### config.mk
export PLATFORM = sky130hd
export DESIGN_NAME = lru_key_value_cache
export DESIGN_NICKNAME = d
export VERILOG_FILES = /design/src/hdl/lkv_pkg.sv /design/src/hdl/lkv_ctrl.sv /design/src/hdl/lkv_datapath.sv /design/src/hdl/lru_key_value_cache.sv
export SDC_FILE = /design/constraint.sdc
export NUM_CORES = 1
export LEC_CHECK = 0
export ABC_CLOCK_PERIOD_IN_PS = 9100
export BUFFER_PORTS_ARGS = -buffer_cell sky130_fd_sc_hd__clkbuf_2
export CORE_ASPECT_RATIO = 0.9
export CORE_MARGIN = 1.5
export CORE_UTILIZATION = 40
export CTS_CLUSTER_DIAMETER = 80
export CTS_CLUSTER_SIZE = 28
export DETAILED_ROUTE_END_ITERATION = 12
export GPL_TIMING_DRIVEN = 0
export PLACE_DENSITY = 0.65
export RECOVER_POWER = 25
export SYNTH_ARGS = -nofsm -noshare
export SYNTH_HDL_FRONTEND = slang
export SYNTH_HIERARCHICAL = 1
export SYNTH_SLANG_ARGS = --single-unit
### constraint.sdc
create_clock -name clk -period 9.1 [get_ports clk]
set_input_delay 0.91 -clock clk [delete_from_list [all_inputs] [get_ports clk]]
set_output_delay 0.91 -clock clk [all_outputs]
set_load 0.1 [all_outputs]
### src/hdl/lkv_pkg.sv
// Shared constants, command codes and controller/datapath interface types for the LRU cache.
`default_nettype none
package lkv_pkg;

	localparam int ENTRIES_DEF    = 16;
	localparam int KEY_BITS_DEF   = 32;
	localparam int VALUE_BITS_DEF = 32;

	localparam int              CAP_BITS  = 5;
	localparam logic [CAP_BITS-1:0] CAP_RESET = 5'd16;

	localparam int              CMD_BITS = 2;
	localparam logic [CMD_BITS-1:0] CMD_GET  = 2'd0;
	localparam logic [CMD_BITS-1:0] CMD_PUT  = 2'd1;
	localparam logic [CMD_BITS-1:0] CMD_DEL  = 2'd2;

	// controller -> datapath commands
	typedef struct packed {
		logic load;
		logic scan;
		logic plan;
		logic update;
		logic commit;
		logic rd_en;
	} lkv_ctl_t;

	// datapath -> controller status
	typedef struct packed {
		logic need_upd;
	} lkv_sts_t;

endpackage
`default_nettype wire

### src/hdl/lkv_ctrl.sv
// Controller: sequences the scan, plan, rank update and commit phases of one item.
`default_nettype none
module lkv_ctrl import lkv_pkg::*; #(
	parameter int ENTRIES = ENTRIES_DEF
) (
	input  wire logic                         clk,
	input  wire logic                         arst_n,
	input  wire logic                         start,
	output logic                              busy,
	input  wire lkv_sts_t                     sts,
	output lkv_ctl_t                          ctl,
	output logic [$clog2(ENTRIES)-1:0]        addr
);

	localparam int IDX_W = $clog2(ENTRIES);
	localparam int CNT_W = $clog2(ENTRIES + 1);

	typedef enum logic [2:0] {
		ST_IDLE,
		ST_SCAN,
		ST_PLAN,
		ST_UPDATE,
		ST_COMMIT
	} state_t;

	state_t             state_q;
	logic [CNT_W-1:0]   cnt_q;
	logic               busy_q;
	logic               last;

	assign last = (cnt_q == CNT_W'(ENTRIES));
	assign addr = cnt_q[IDX_W-1:0];
	assign busy = busy_q;

	always_comb begin
		ctl        = '0;
		ctl.load   = (state_q == ST_IDLE) && start && !busy_q;
		ctl.scan   = (state_q == ST_SCAN);
		ctl.plan   = (state_q == ST_PLAN);
		ctl.update = (state_q == ST_UPDATE);
		ctl.commit = (state_q == ST_COMMIT);
		ctl.rd_en  = ((state_q == ST_SCAN) || (state_q == ST_UPDATE)) && !last;
	end

	always_ff @(posedge clk or negedge arst_n) begin
		if (!arst_n) begin
			state_q <= ST_IDLE;
			cnt_q   <= '0;
			busy_q  <= 1'b0;
		end else begin
			case (state_q)
				ST_IDLE: begin
					if (start && !busy_q) begin
						state_q <= ST_SCAN;
						cnt_q   <= '0;
						busy_q  <= 1'b1;
					end
				end
				ST_SCAN: begin
					// staying in scan while last is set lets the last read be evaluated
					if (last) begin
						state_q <= ST_PLAN;
					end else begin
						cnt_q <= cnt_q + CNT_W'(1);
					end
				end
				ST_PLAN: begin
					cnt_q   <= '0;
					state_q <= sts.need_upd ? ST_UPDATE : ST_COMMIT;
				end
				ST_UPDATE: begin
					if (last) begin
						state_q <= ST_COMMIT;
					end else begin
						cnt_q <= cnt_q + CNT_W'(1);
					end
				end
				ST_COMMIT: begin
					state_q <= ST_IDLE;
					busy_q  <= 1'b0;
				end
				default: begin
					state_q <= ST_IDLE;
					busy_q  <= 1'b0;
				end
			endcase
		end
	end

endmodule
`default_nettype wire

### src/hdl/lkv_datapath.sv
// Datapath: key/value/rank memories, valid bits, scan search, rank update and result registers.
`default_nettype none
module lkv_datapath import lkv_pkg::*; #(
	parameter int ENTRIES    = ENTRIES_DEF,
	parameter int KEY_BITS   = KEY_BITS_DEF,
	parameter int VALUE_BITS = VALUE_BITS_DEF
) (
	input  wire logic                         clk,
	input  wire logic                         arst_n,
	input  wire lkv_ctl_t                     ctl,
	input  wire logic [$clog2(ENTRIES)-1:0]   addr,
	output lkv_sts_t                          sts,
	input  wire logic                         cfg_we,
	input  wire logic [CAP_BITS-1:0]          cfg_data,
	input  wire logic [CMD_BITS-1:0]          command,
	input  wire logic [KEY_BITS-1:0]          key,
	input  wire logic [VALUE_BITS-1:0]        value,
	output logic                              done,
	output logic                              found,
	output logic [VALUE_BITS-1:0]             read_value,
	output logic                              evicted
);

	localparam int IDX_W  = $clog2(ENTRIES);
	localparam int RANK_W = IDX_W;
	localparam int CNT_W  = $clog2(ENTRIES + 1);
	localparam int CMP_W  = (CNT_W > CAP_BITS) ? CNT_W : CAP_BITS;

	// memories
	logic [KEY_BITS-1:0]   key_mem  [ENTRIES];
	logic [VALUE_BITS-1:0] val_mem  [ENTRIES];
	logic [RANK_W-1:0]     rank_mem [ENTRIES];

	logic [ENTRIES-1:0]    valid_q;
	logic [CNT_W-1:0]      used_q;
	logic [CAP_BITS-1:0]   cap_q;

	// latched item
	logic [CMD_BITS-1:0]   cmd_q;
	logic [KEY_BITS-1:0]   key_q;
	logic [VALUE_BITS-1:0] val_q;

	// read pipeline
	logic [KEY_BITS-1:0]   key_rd_s1;
	logic [VALUE_BITS-1:0] val_rd_s1;
	logic [RANK_W-1:0]     rank_rd_s1;
	logic [IDX_W-1:0]      addr_s1;
	logic                  eval_s1;
	logic                  wr_s1;

	// scan results
	logic                  hit_q;
	logic [IDX_W-1:0]      hit_idx_q;
	logic [RANK_W-1:0]     hit_rank_q;
	logic [VALUE_BITS-1:0] hit_val_q;
	logic                  free_fnd_q;
	logic [IDX_W-1:0]      free_idx_q;
	logic                  lru_fnd_q;
	logic [IDX_W-1:0]      lru_idx_q;
	logic [RANK_W-1:0]     lru_rank_q;

	// plan results
	logic [IDX_W-1:0]      tgt_q;
	logic                  alloc_q;
	logic                  evict_q;

	// result registers
	logic                  done_q;
	logic                  found_q;
	logic [VALUE_BITS-1:0] rdval_q;
	logic                  evicted_q;

	logic                  is_get;
	logic                  is_put;
	logic                  is_del;
	logic [CMP_W-1:0]      cap_ext;
	logic [CMP_W-1:0]      cap_eff;
	logic                  room;
	logic                  cur_valid;
	logic [RANK_W-1:0]     rank_new;
	logic [IDX_W-1:0]      wr_idx;

	assign is_get = (cmd_q == CMD_GET);
	assign is_put = (cmd_q == CMD_PUT);
	assign is_del = (cmd_q == CMD_DEL);

	assign sts.need_upd = ((is_get || is_del) && hit_q) || is_put;

	always_comb begin
		cap_ext = CMP_W'(cap_q);
		cap_eff = cap_ext;
		if (cap_q == '0) begin
			cap_eff = CMP_W'(1);
		end else if (cap_ext > CMP_W'(ENTRIES)) begin
			cap_eff = CMP_W'(ENTRIES);
		end
	end

	assign room      = (CMP_W'(used_q) < cap_eff) && free_fnd_q;
	assign cur_valid = valid_q[addr_s1];

	// new rank of the entry read back during the update pass
	always_comb begin
		rank_new = rank_rd_s1;
		if (is_put && !hit_q) begin
			if (addr_s1 == tgt_q) begin
				rank_new = '0;
			end else if (cur_valid) begin
				rank_new = rank_rd_s1 + RANK_W'(1);
			end
		end else if (is_del) begin
			if (cur_valid && (rank_rd_s1 > hit_rank_q)) begin
				rank_new = rank_rd_s1 - RANK_W'(1);
			end
		end else begin
			// promote on a hit
			if (addr_s1 == hit_idx_q) begin
				rank_new = '0;
			end else if (cur_valid && (rank_rd_s1 < hit_rank_q)) begin
				rank_new = rank_rd_s1 + RANK_W'(1);
			end
		end
	end

	assign wr_idx = hit_q ? hit_idx_q : tgt_q;

	always_ff @(posedge clk) begin
		if (ctl.commit && is_put && !hit_q) begin
			key_mem[tgt_q] <= key_q;
		end
		if (ctl.rd_en) begin
			key_rd_s1 <= key_mem[addr];
		end
	end

	always_ff @(posedge clk) begin
		if (ctl.commit && is_put) begin
			val_mem[wr_idx] <= val_q;
		end
		if (ctl.rd_en) begin
			val_rd_s1 <= val_mem[addr];
		end
	end

	always_ff @(posedge clk) begin
		if (wr_s1) begin
			rank_mem[addr_s1] <= rank_new;
		end
		if (ctl.rd_en) begin
			rank_rd_s1 <= rank_mem[addr];
		end
	end

	always_ff @(posedge clk or negedge arst_n) begin
		if (!arst_n) begin
			eval_s1 <= 1'b0;
			wr_s1   <= 1'b0;
		end else begin
			eval_s1 <= ctl.rd_en && ctl.scan;
			wr_s1   <= ctl.rd_en && ctl.update;
		end
	end

	always_ff @(posedge clk) begin
		if (ctl.rd_en) begin
			addr_s1 <= addr;
		end
	end

	// item latch, scan search and plan
	always_ff @(posedge clk) begin
		if (ctl.load) begin
			cmd_q      <= command;
			key_q      <= key;
			val_q      <= value;
			hit_q      <= 1'b0;
			free_fnd_q <= 1'b0;
			lru_fnd_q  <= 1'b0;
		end
		if (eval_s1) begin
			if (cur_valid) begin
				if ((key_rd_s1 == key_q) && !hit_q) begin
					hit_q      <= 1'b1;
					hit_idx_q  <= addr_s1;
					hit_rank_q <= rank_rd_s1;
					hit_val_q  <= val_rd_s1;
				end
				if (!lru_fnd_q || (rank_rd_s1 > lru_rank_q)) begin
					lru_fnd_q  <= 1'b1;
					lru_idx_q  <= addr_s1;
					lru_rank_q <= rank_rd_s1;
				end
			end else if (!free_fnd_q) begin
				free_fnd_q <= 1'b1;
				free_idx_q <= addr_s1;
			end
		end
		if (ctl.plan) begin
			alloc_q <= room;
			evict_q <= !room && lru_fnd_q;
			if (room) begin
				tgt_q <= free_idx_q;
			end else if (lru_fnd_q) begin
				tgt_q <= lru_idx_q;
			end else begin
				tgt_q <= '0;
			end
		end
	end

	always_ff @(posedge clk or negedge arst_n) begin
		if (!arst_n) begin
			valid_q <= '0;
			used_q  <= '0;
			cap_q   <= CAP_RESET;
			done_q  <= 1'b0;
		end else begin
			done_q <= ctl.commit;
			if (cfg_we) begin
				cap_q <= cfg_data;
			end
			if (ctl.commit) begin
				if (is_put && !hit_q) begin
					valid_q[tgt_q] <= 1'b1;
					if (alloc_q) begin
						used_q <= used_q + CNT_W'(1);
					end else if (!evict_q) begin
						used_q <= CNT_W'(1);
					end
				end else if (is_del && hit_q) begin
					valid_q[hit_idx_q] <= 1'b0;
					if (used_q != '0) begin
						used_q <= used_q - CNT_W'(1);
					end
				end
			end
		end
	end

	always_ff @(posedge clk) begin
		if (ctl.commit) begin
			found_q   <= hit_q && (is_get || is_put || is_del);
			rdval_q   <= (is_get && hit_q) ? hit_val_q : '0;
			evicted_q <= is_put && !hit_q && evict_q;
		end
	end

	assign done       = done_q;
	assign found      = found_q;
	assign read_value = rdval_q;
	assign evicted    = evicted_q;

	a_used_bound: assert property (@(posedge clk) disable iff (!arst_n)
		used_q <= CNT_W'(ENTRIES))
		else $error("used count above entry count");

	a_done_after_commit: assert property (@(posedge clk) disable iff (!arst_n)
		done_q |-> $past(ctl.commit))
		else $error("result strobe without commit");

	a_evict_is_miss: assert property (@(posedge clk) disable iff (!arst_n)
		done_q |-> !(found_q && evicted_q))
		else $error("eviction reported on a hit");

	a_value_needs_hit: assert property (@(posedge clk) disable iff (!arst_n)
		(done_q && (rdval_q != '0)) |-> found_q)
		else $error("read value without hit");

	a_no_load_midway: assert property (@(posedge clk) disable iff (!arst_n)
		(ctl.scan || ctl.update || ctl.plan) |-> !ctl.load)
		else $error("item loaded while one is in progress");

endmodule
`default_nettype wire

### src/hdl/lru_key_value_cache.sv
// Top level of the fully associative LRU key-value cache.
//
// Usage: drive command/key/value with start; the item is taken at a clock edge where
// start is high and busy is low. Commands: 0 get, 1 put, 2 delete; code 3 is a no-op.
// The result (found, read_value, evicted) is shown for exactly one cycle with done
// high, in the same cycle that busy falls; the receiver cannot hold it off.
// Each item scans all ENTRIES slots through the key/value/rank memories (one slot per
// cycle, registered reads), plans the target slot, sweeps the rank memory once more to
// reorder recency when ranks change (get or delete hit, any put), then commits. A new
// item can be taken in the same cycle that done is shown, but not before: busy is high
// until then. capacity is written on cfg_data with cfg_valid (cfg_ready is always high);
// the user must write it only while idle, which the block itself does not enforce.
// 0 acts as 1 and values above ENTRIES act as ENTRIES.
// Reset (arst_n low) clears all valid marks and the use count and sets capacity to 16;
// no clearing pass is needed, so the block is ready right after reset.
`default_nettype none
module lru_key_value_cache import lkv_pkg::*; #(
	parameter int ENTRIES    = ENTRIES_DEF,
	parameter int KEY_BITS   = KEY_BITS_DEF,
	parameter int VALUE_BITS = VALUE_BITS_DEF
) (
	input  wire logic                    clk,
	input  wire logic                    arst_n,
	input  wire logic                    start,
	output logic                         busy,
	input  wire logic [CMD_BITS-1:0]     command,
	input  wire logic [KEY_BITS-1:0]     key,
	input  wire logic [VALUE_BITS-1:0]   value,
	output logic                         done,
	output logic                         found,
	output logic [VALUE_BITS-1:0]        read_value,
	output logic                         evicted,
	input  wire logic                    cfg_valid,
	output logic                         cfg_ready,
	input  wire logic [CAP_BITS-1:0]     cfg_data
);

	lkv_ctl_t                   ctl;
	lkv_sts_t                   sts;
	logic [$clog2(ENTRIES)-1:0] addr;

	assign cfg_ready = 1'b1;

	lkv_ctrl #(
		.ENTRIES (ENTRIES)
	) u_ctrl (
		.clk    (clk),
		.arst_n (arst_n),
		.start  (start),
		.busy   (busy),
		.sts    (sts),
		.ctl    (ctl),
		.addr   (addr)
	);

	lkv_datapath #(
		.ENTRIES    (ENTRIES),
		.KEY_BITS   (KEY_BITS),
		.VALUE_BITS (VALUE_BITS)
	) u_datapath (
		.clk        (clk),
		.arst_n     (arst_n),
		.ctl        (ctl),
		.addr       (addr),
		.sts        (sts),
		.cfg_we     (cfg_valid && cfg_ready),
		.cfg_data   (cfg_data),
		.command    (command),
		.key        (key),
		.value      (value),
		.done       (done),
		.found      (found),
		.read_value (read_value),
		.evicted    (evicted)
	);

endmodule
`default_nettype wire
======== After elaboration in Yosys (flattened, before gate mapping) ========
Memories as Yosys holds them, arrays and structs flattened. A register that Yosys moved wholly into a read port is not among the register bits.
Cells that the tools add are included.
storage, ports and cells
  bits in registers ....................... 203
  RAM bits ................................ 1088
  input bits .............................. 75
  output and inout bits ................... 37
  logic and storage cells ................. 169
  memories ................................ 3
memory list
  name                 depth  bits a word  read ports  clocked after memory_dff  write ports  RTL line            source
  u_datapath.key_mem   16     32           1           1                         1            lkv_datapath.sv:30  logic [KEY_BITS-1:0] key_mem [ENTRIES];
  u_datapath.val_mem   16     32           1           1                         1            lkv_datapath.sv:31  logic [VALUE_BITS-1:0] val_mem [ENTRIES];
  u_datapath.rank_mem  16     4            1           1                         1            lkv_datapath.sv:32  logic [RANK_W-1:0] rank_mem [ENTRIES];
cells by class
  $add $sub $neg .......................... 5
  magnitude comparators ................... 10
  eq/ne operators ......................... 15
  mux-type cells .......................... 53
  bitwise logic cells ..................... 6
  reductions and logical operators ........ 49
operators by type and width
  kind                   count
  $mux W5                9
  $mux W4                10
  $eq A32 B32 Y1         1
  $mux W16               2
  $mux W1                22
  $logic_and A1 B1 Y1    21
  $and A16 B16 Y16       1
  $not A16 Y16           1
  $or A16 B16 Y16        1
  $lt A4 B5 Y1 const B   3
  $pmux W5 S3            1
  $reduce_and A3 Y1      5
  $mux W3                4
  $pmux W3 S4            1
  $add A5 B1 Y5 const B  2
  $demux W1 S4           2
  $eq A4 B4 Y1           2
  $ge A4 B1 Y1 const B   2
  $gt A4 B4 Y1           2
  $ne A2 B2 Y1 const B   4
  $eq A3 B2 Y1 const B   2
  $logic_or A1 B1 Y1     6
  $eq A5 B5 Y1 const B   1
  $gt A5 B5 Y1 const B   1
  24 further kinds       32

======== Depth between registers and ports, before layout ========
  word-level depth ........................ 8
  mapped depth ............................ 9
  gate-level depth less buffers ........... 8

======== Modules after synthesis ========
The synthesis kept the hierarchy.
modules (own cells, without submodules)
  module               times used  cells each  area an instance (µm²)  sequential area each (µm²)
  lkv_datapath         1           2171        50955.1                 40365.0
  lkv_ctrl             1           60          575.6                   225.2
  lru_key_value_cache  1           2           11.3                    0.0

======== Least setup slack after synthesis ========
No wires, ideal clock.
  path type ............................... reg2reg
  start ................................... reg u_ctrl.busy_q (netlist: u_ctrl/busy)
  end ..................................... reg u_datapath.free_fnd_q
  setup time .............................. 0.119 ns
  arrival ................................. 8.298 ns
  data required time ...................... 8.981 ns
  slack ................................... 0.683 ns
  stages on the path, launching flop included .. 5
  path buffers ............................ 0
  period minus slack after synthesis ...... 8.417 ns
  cells stage by stage .................... dfrtp_1 > nand2b_1 > nor4_1 > inv_1 > a21o_1
RTL lines
  item                    RTL line             source
  start, declared         lkv_ctrl.sv:28       logic busy_q;
  start signal, assigned  lkv_ctrl.sv:49       busy_q <= 1'b0;
  start signal, assigned  lkv_ctrl.sv:56       busy_q <= 1'b1;
  start signal, assigned  lkv_ctrl.sv:80       busy_q <= 1'b0;
  end signal, assigned    lkv_datapath.sv:177  free_fnd_q <= 1'b0;
  end signal, assigned    lkv_datapath.sv:194  free_fnd_q <= 1'b1;
  end, declared           lkv_datapath.sv:56   logic free_fnd_q;

======== Final worst setup path ========
  start ................................... reg u_ctrl.cnt_q[1]
  end ..................................... reg u_datapath.val_rd_s1[26], read port of u_datapath.val_mem, data pin
on the way
  cells in the longest elaborated chain, start to end .. 3
RTL lines
  item                    RTL line            source
  start, declared         lkv_ctrl.sv:27      logic [CNT_W-1:0] cnt_q;
  start signal, assigned  lkv_ctrl.sv:64      cnt_q <= cnt_q + CNT_W'(1);
  start signal, assigned  lkv_ctrl.sv:75      cnt_q <= cnt_q + CNT_W'(1);
  $eq A5 B5 Y1            lkv_ctrl.sv:31      assign last = (cnt_q == CNT_W'(ENTRIES));
  $logic_not A1 Y1        lkv_ctrl.sv:42      ctl.rd_en = ((state_q == ST_SCAN) || (state_q == ST_UPDATE)) && !last;
  $logic_and A1 B1 Y1     lkv_ctrl.sv:42
  end, declared           lkv_datapath.sv:45  logic [VALUE_BITS-1:0] val_rd_s1;
Several ways; a longest one is shown, not always the timed one.
A chain may end at the register's enable or synchronous reset.

==> results.toml <==
[clock_network]
cts_max_level = 2
ctsHoldBuffers = 0
numCtsBuffers = 59
clkTransAtPathRegs_ns = 0.11
clk-insertion-delay-late_ns = 0.69
cts.sinks = 1359
cts.path.max_buffers = 3
clockRootBuffer = "clkbuf_16"
tritoncts = "done"
postCtsSetupBuffers = 0
cts_resized = 0

[final_layout]
layout.area.seq_sq_um = 40590
antennaDiodeCount = 0
syn2layout_area_growth_pct = 10.97
drive_gt1_share_pct = 26.49
multiInputGateArea_sq_um = 10570
fin_nets = 2563
fillers = 10430

[floorplanning]
start_util_pct = 40.46
fp.dieH_microns = 343.5
die_w_microns = 381.4
core_sq_um = 127400
die_area_sq_um = 131000
ios = 112
num_rows = 124

[timing]
fmax_mhz = 250.4
fin_crit_ns = 3.994
setup_ws_ns = 5.106
hold_viol = 0
worst_slew_pin_slew_ns = 2.128
slew_violations = 39
rsz0062_at_grt = "no"
setup_viol = 0
clock_skew_ns = 0.04608
slew-limit-headroom_pct = -41.88
setup_tns_ns = 0
finalCritPeriodShare_pct = 43.89

[worst_setup_path]
end_kind = "flip-flop"
required_ns = 9.53
critPathLaunchType = "flip-flop"
crit_type = "flip-flop to flip-flop"
cp_slowest_cell = "clkbuf_1"
crit_path_cell_trace = "clkbuf_1, buf_2, clkbuf_1, buf_1, mux4_2, mux4_2"
max_stage_delay_ns = 0.92
cp_max_fo = 10
arrival_ns = 4.42

[yosys]
synthFlopType = "edfxtp_1"
synth_fp_nets = 2327
ys_ff_latch = 1359
synth_top_cell_area_share_pct = 76.79
yosys.area.top_type = "edfxtp_1"
ys_warn_count = 6
syn_area_per_cell_sq_um = 23.08
netlist-cell-type-count = 70
syn-instance-count = 2233
synth_area_sq_um = 51540
async_reset_ff_share_pct = 2.796
ys_seq_area_share_pct = 78.75
synth.area.top_cells = "edfxtp_1 (77%), mux4_2 (15%), dfrtp_1 (1.8%), ha_1 (0.46%), nor2_1 (0.46%)"
synth_edf_count = 1318

[placed_design]
dpl.hpwl_mm = 75.07
post-place-ws_ns = 5.212
io_buffers = 110
globalplace.congestion = 0.8334

[power_and_ir_drop]
p_sw_mw = 4.324
power-per-cell-area_nw_per_um2 = 257.7
p_seq_share_pct = 52.8
clkPwrFrac_pct = 21.0
comb_power_share_pct = 26.2
cellLeakagePower_nw = 17.55
peakVddDrop_v = 0.0001818
internal_power_mw = 10.42
sw_frac_of_total_pct = 29.34

[detailed_routing]
drc = 0
wl_mm = 117.9
wl_met2_mm = 57.33
m1WireLength_mm = 48.58
top_layer = "met4"
wl_met3_mm = 9.709
antenna_left = 0
first_pass_iters = 5
vias = 23780
via_per_inst = 5.682
wl_per_cell_microns = 28.18
drt_first_iter_violations = 3186

[run]
maxCapViolCount = 1

[grt]
grt_use_total_pct = 17.93
grt_pass1_wl_mm = 169.9
grt-ovfl-total = 0
grt_pass1_vias = 24240
antenna_found_initial = 3
grt_max_degree = 44

[outcome]
outcome = "finished with violations"
violations = "capacitance limit, slew limit"

[min_path]
hold_class = "primary input to flip-flop"
==> logic make-up (layout without fill, tap and decap cells) <==
group           Yosys count  after routing  share of synthesized area (%)
buf+inv                 139            390                          1.206
mux                     356            356                          15.23
compound gates           98             98                          1.342
fa+ha+maj                19             19                         0.4612
xor+xnor                 45             45                         0.7647
simple gates            216            216                          2.236
other cells               1              1                       0.007276
flops                  1359           1359                          78.75
==> critical path: cells and delay by family (launching register included) <==
kind                   cells  cell delay [ns]
flip-flops                 1             0.41
multiplexers               2             0.92
buffers and inverters      4             2.42
==> Yosys cell counts, drive strengths merged, types with 2 or more instances <==
cell	n
clkbuf	58
o21ai	17
a221oi	3
nand2	28
nor3b	2
o21a	2
dfxtp	3
dfrtp	37
a41oi	2
nor3	17
a21o	5
nor4	7
and3	7
a21boi	2
inv	35
nor2b	6
o22a	13
nand2b	7
nand3	12
and3b	4
nor2	64
a31oi	7
edfxtp	1318
buf	46
or3b	2
ha	19
xnor2	27
a21oi	21
mux2	6
nand3b	5
nand4	7
or2	3
o211ai	4
and2	36
mux4	342
a2111oi	2
o22ai	5
xor2	18
o31ai	2
a211oi	6
mux2i	8
and2b	3
==> path summary, 6_finish.rpt <==
path | start | to | slack, ns | cells past startpoint
max | u_ctrl/cnt_q[1] | u_datapath/val_rd_s1[26] | 5.11 | 6
min | key[16] | u_datapath/key_q[16] | 0.39 | 1
max reg2reg | u_ctrl/cnt_q[1] | u_datapath/val_rd_s1[26] | 5.11 | 6
min reg2reg | u_datapath/val_rd_s1[28] | u_datapath/hit_val_q[28] | 0.43 | 0
max in group asynchronous | arst_n | u_datapath/cap_ext[1] | 7.03 | 1
min in group asynchronous | arst_n | u_datapath/valid_q[14] | 0.85 | 1
==> routing by layer <==
layer / track usage (%) / vias up
li1: - / 9731
met1: 25.44 / 12850
met2: 29.51 / 1057
met3: 3.055 / 148
met4: 3.486 / 0
met5: 0 / -
==> layout by cell type, fill, tap and decap left out, drive strengths merged, types with 5 or more instances in the layout <==
cell and count:
edfxtp 1318, mux4 342, clkbuf 236, buf 107
nor2 64, inv 41, dfrtp 37, and2 36
nand2 28, xnor2 27, a21oi 21, ha 19
xor2 18, o21ai 17, nor3 17, o22a 13
nand3 12, mux2i 8, nand4 7, a31oi 7
and3 7, nand2b 7, nor4 7, mux2 6
nor2b 6, a211oi 6, a21o 5, nand3b 5
o22ai 5, clkinv 5
==> registers in the layout, summed over array words and instances (netlist names), 5 cells and up <==
register,count
u_datapath/val_rd_s1,32
u_datapath/val_q,32
u_datapath/key_q,32
u_datapath/valid_q,16
u_datapath/read_value,32
u_datapath/key_mem,512
u_ctrl/cnt_q,5
u_datapath/val_mem,512
u_datapath/key_rd_s1,32
u_datapath/used_q,5
u_datapath/cap_ext,5
u_datapath/rank_mem,64
u_datapath/hit_val_q,32
==> stage by stage <==
stage	power [mW]	hold slack [ns]	instances	utilization, %	instance area [sq um]
after detailed placement	11.82	0.4045	4108	43.61	55550
final	14.74	0.3875	4185	44.90	57200
after global placement	11.66	0.4048	4044	42.57	54220
after floorplan	10.51	0.4003	2233	-	51540
after CTS	14.86	0.3450	4184	44.94	57240
after global routing	15.28	0.3502	4185	44.90	57200
==> power by group through the flow <==
| stage | combinational (mW) | sequential, mW | clock [mW] |
|---|---|---|---|
| final | 3.86 | 7.78 | 3.10 |
| after detailed placement | 3.90 | 7.92 | 0 |
| after global routing | 4.09 | 7.83 | 3.37 |
| after CTS | 3.91 | 7.78 | 3.17 |
| after floorplan | 2.58 | 7.93 | 0 |
| after global placement | 3.72 | 7.94 | 0 |
==> layout make-up <==
type / instances / area share [%]
tap: 1701 / 3.721
sequential: 1359 / 70.96
timing repair buffer: 175 / 2.822
clock inverter: 12 / 0.3325
clock buffer: 64 / 2.614
inverter: 35 / 0.2384
multi-input combinational: 735 / 18.48
buffer: 104 / 0.8312
(Power assumes the default switching activity.)
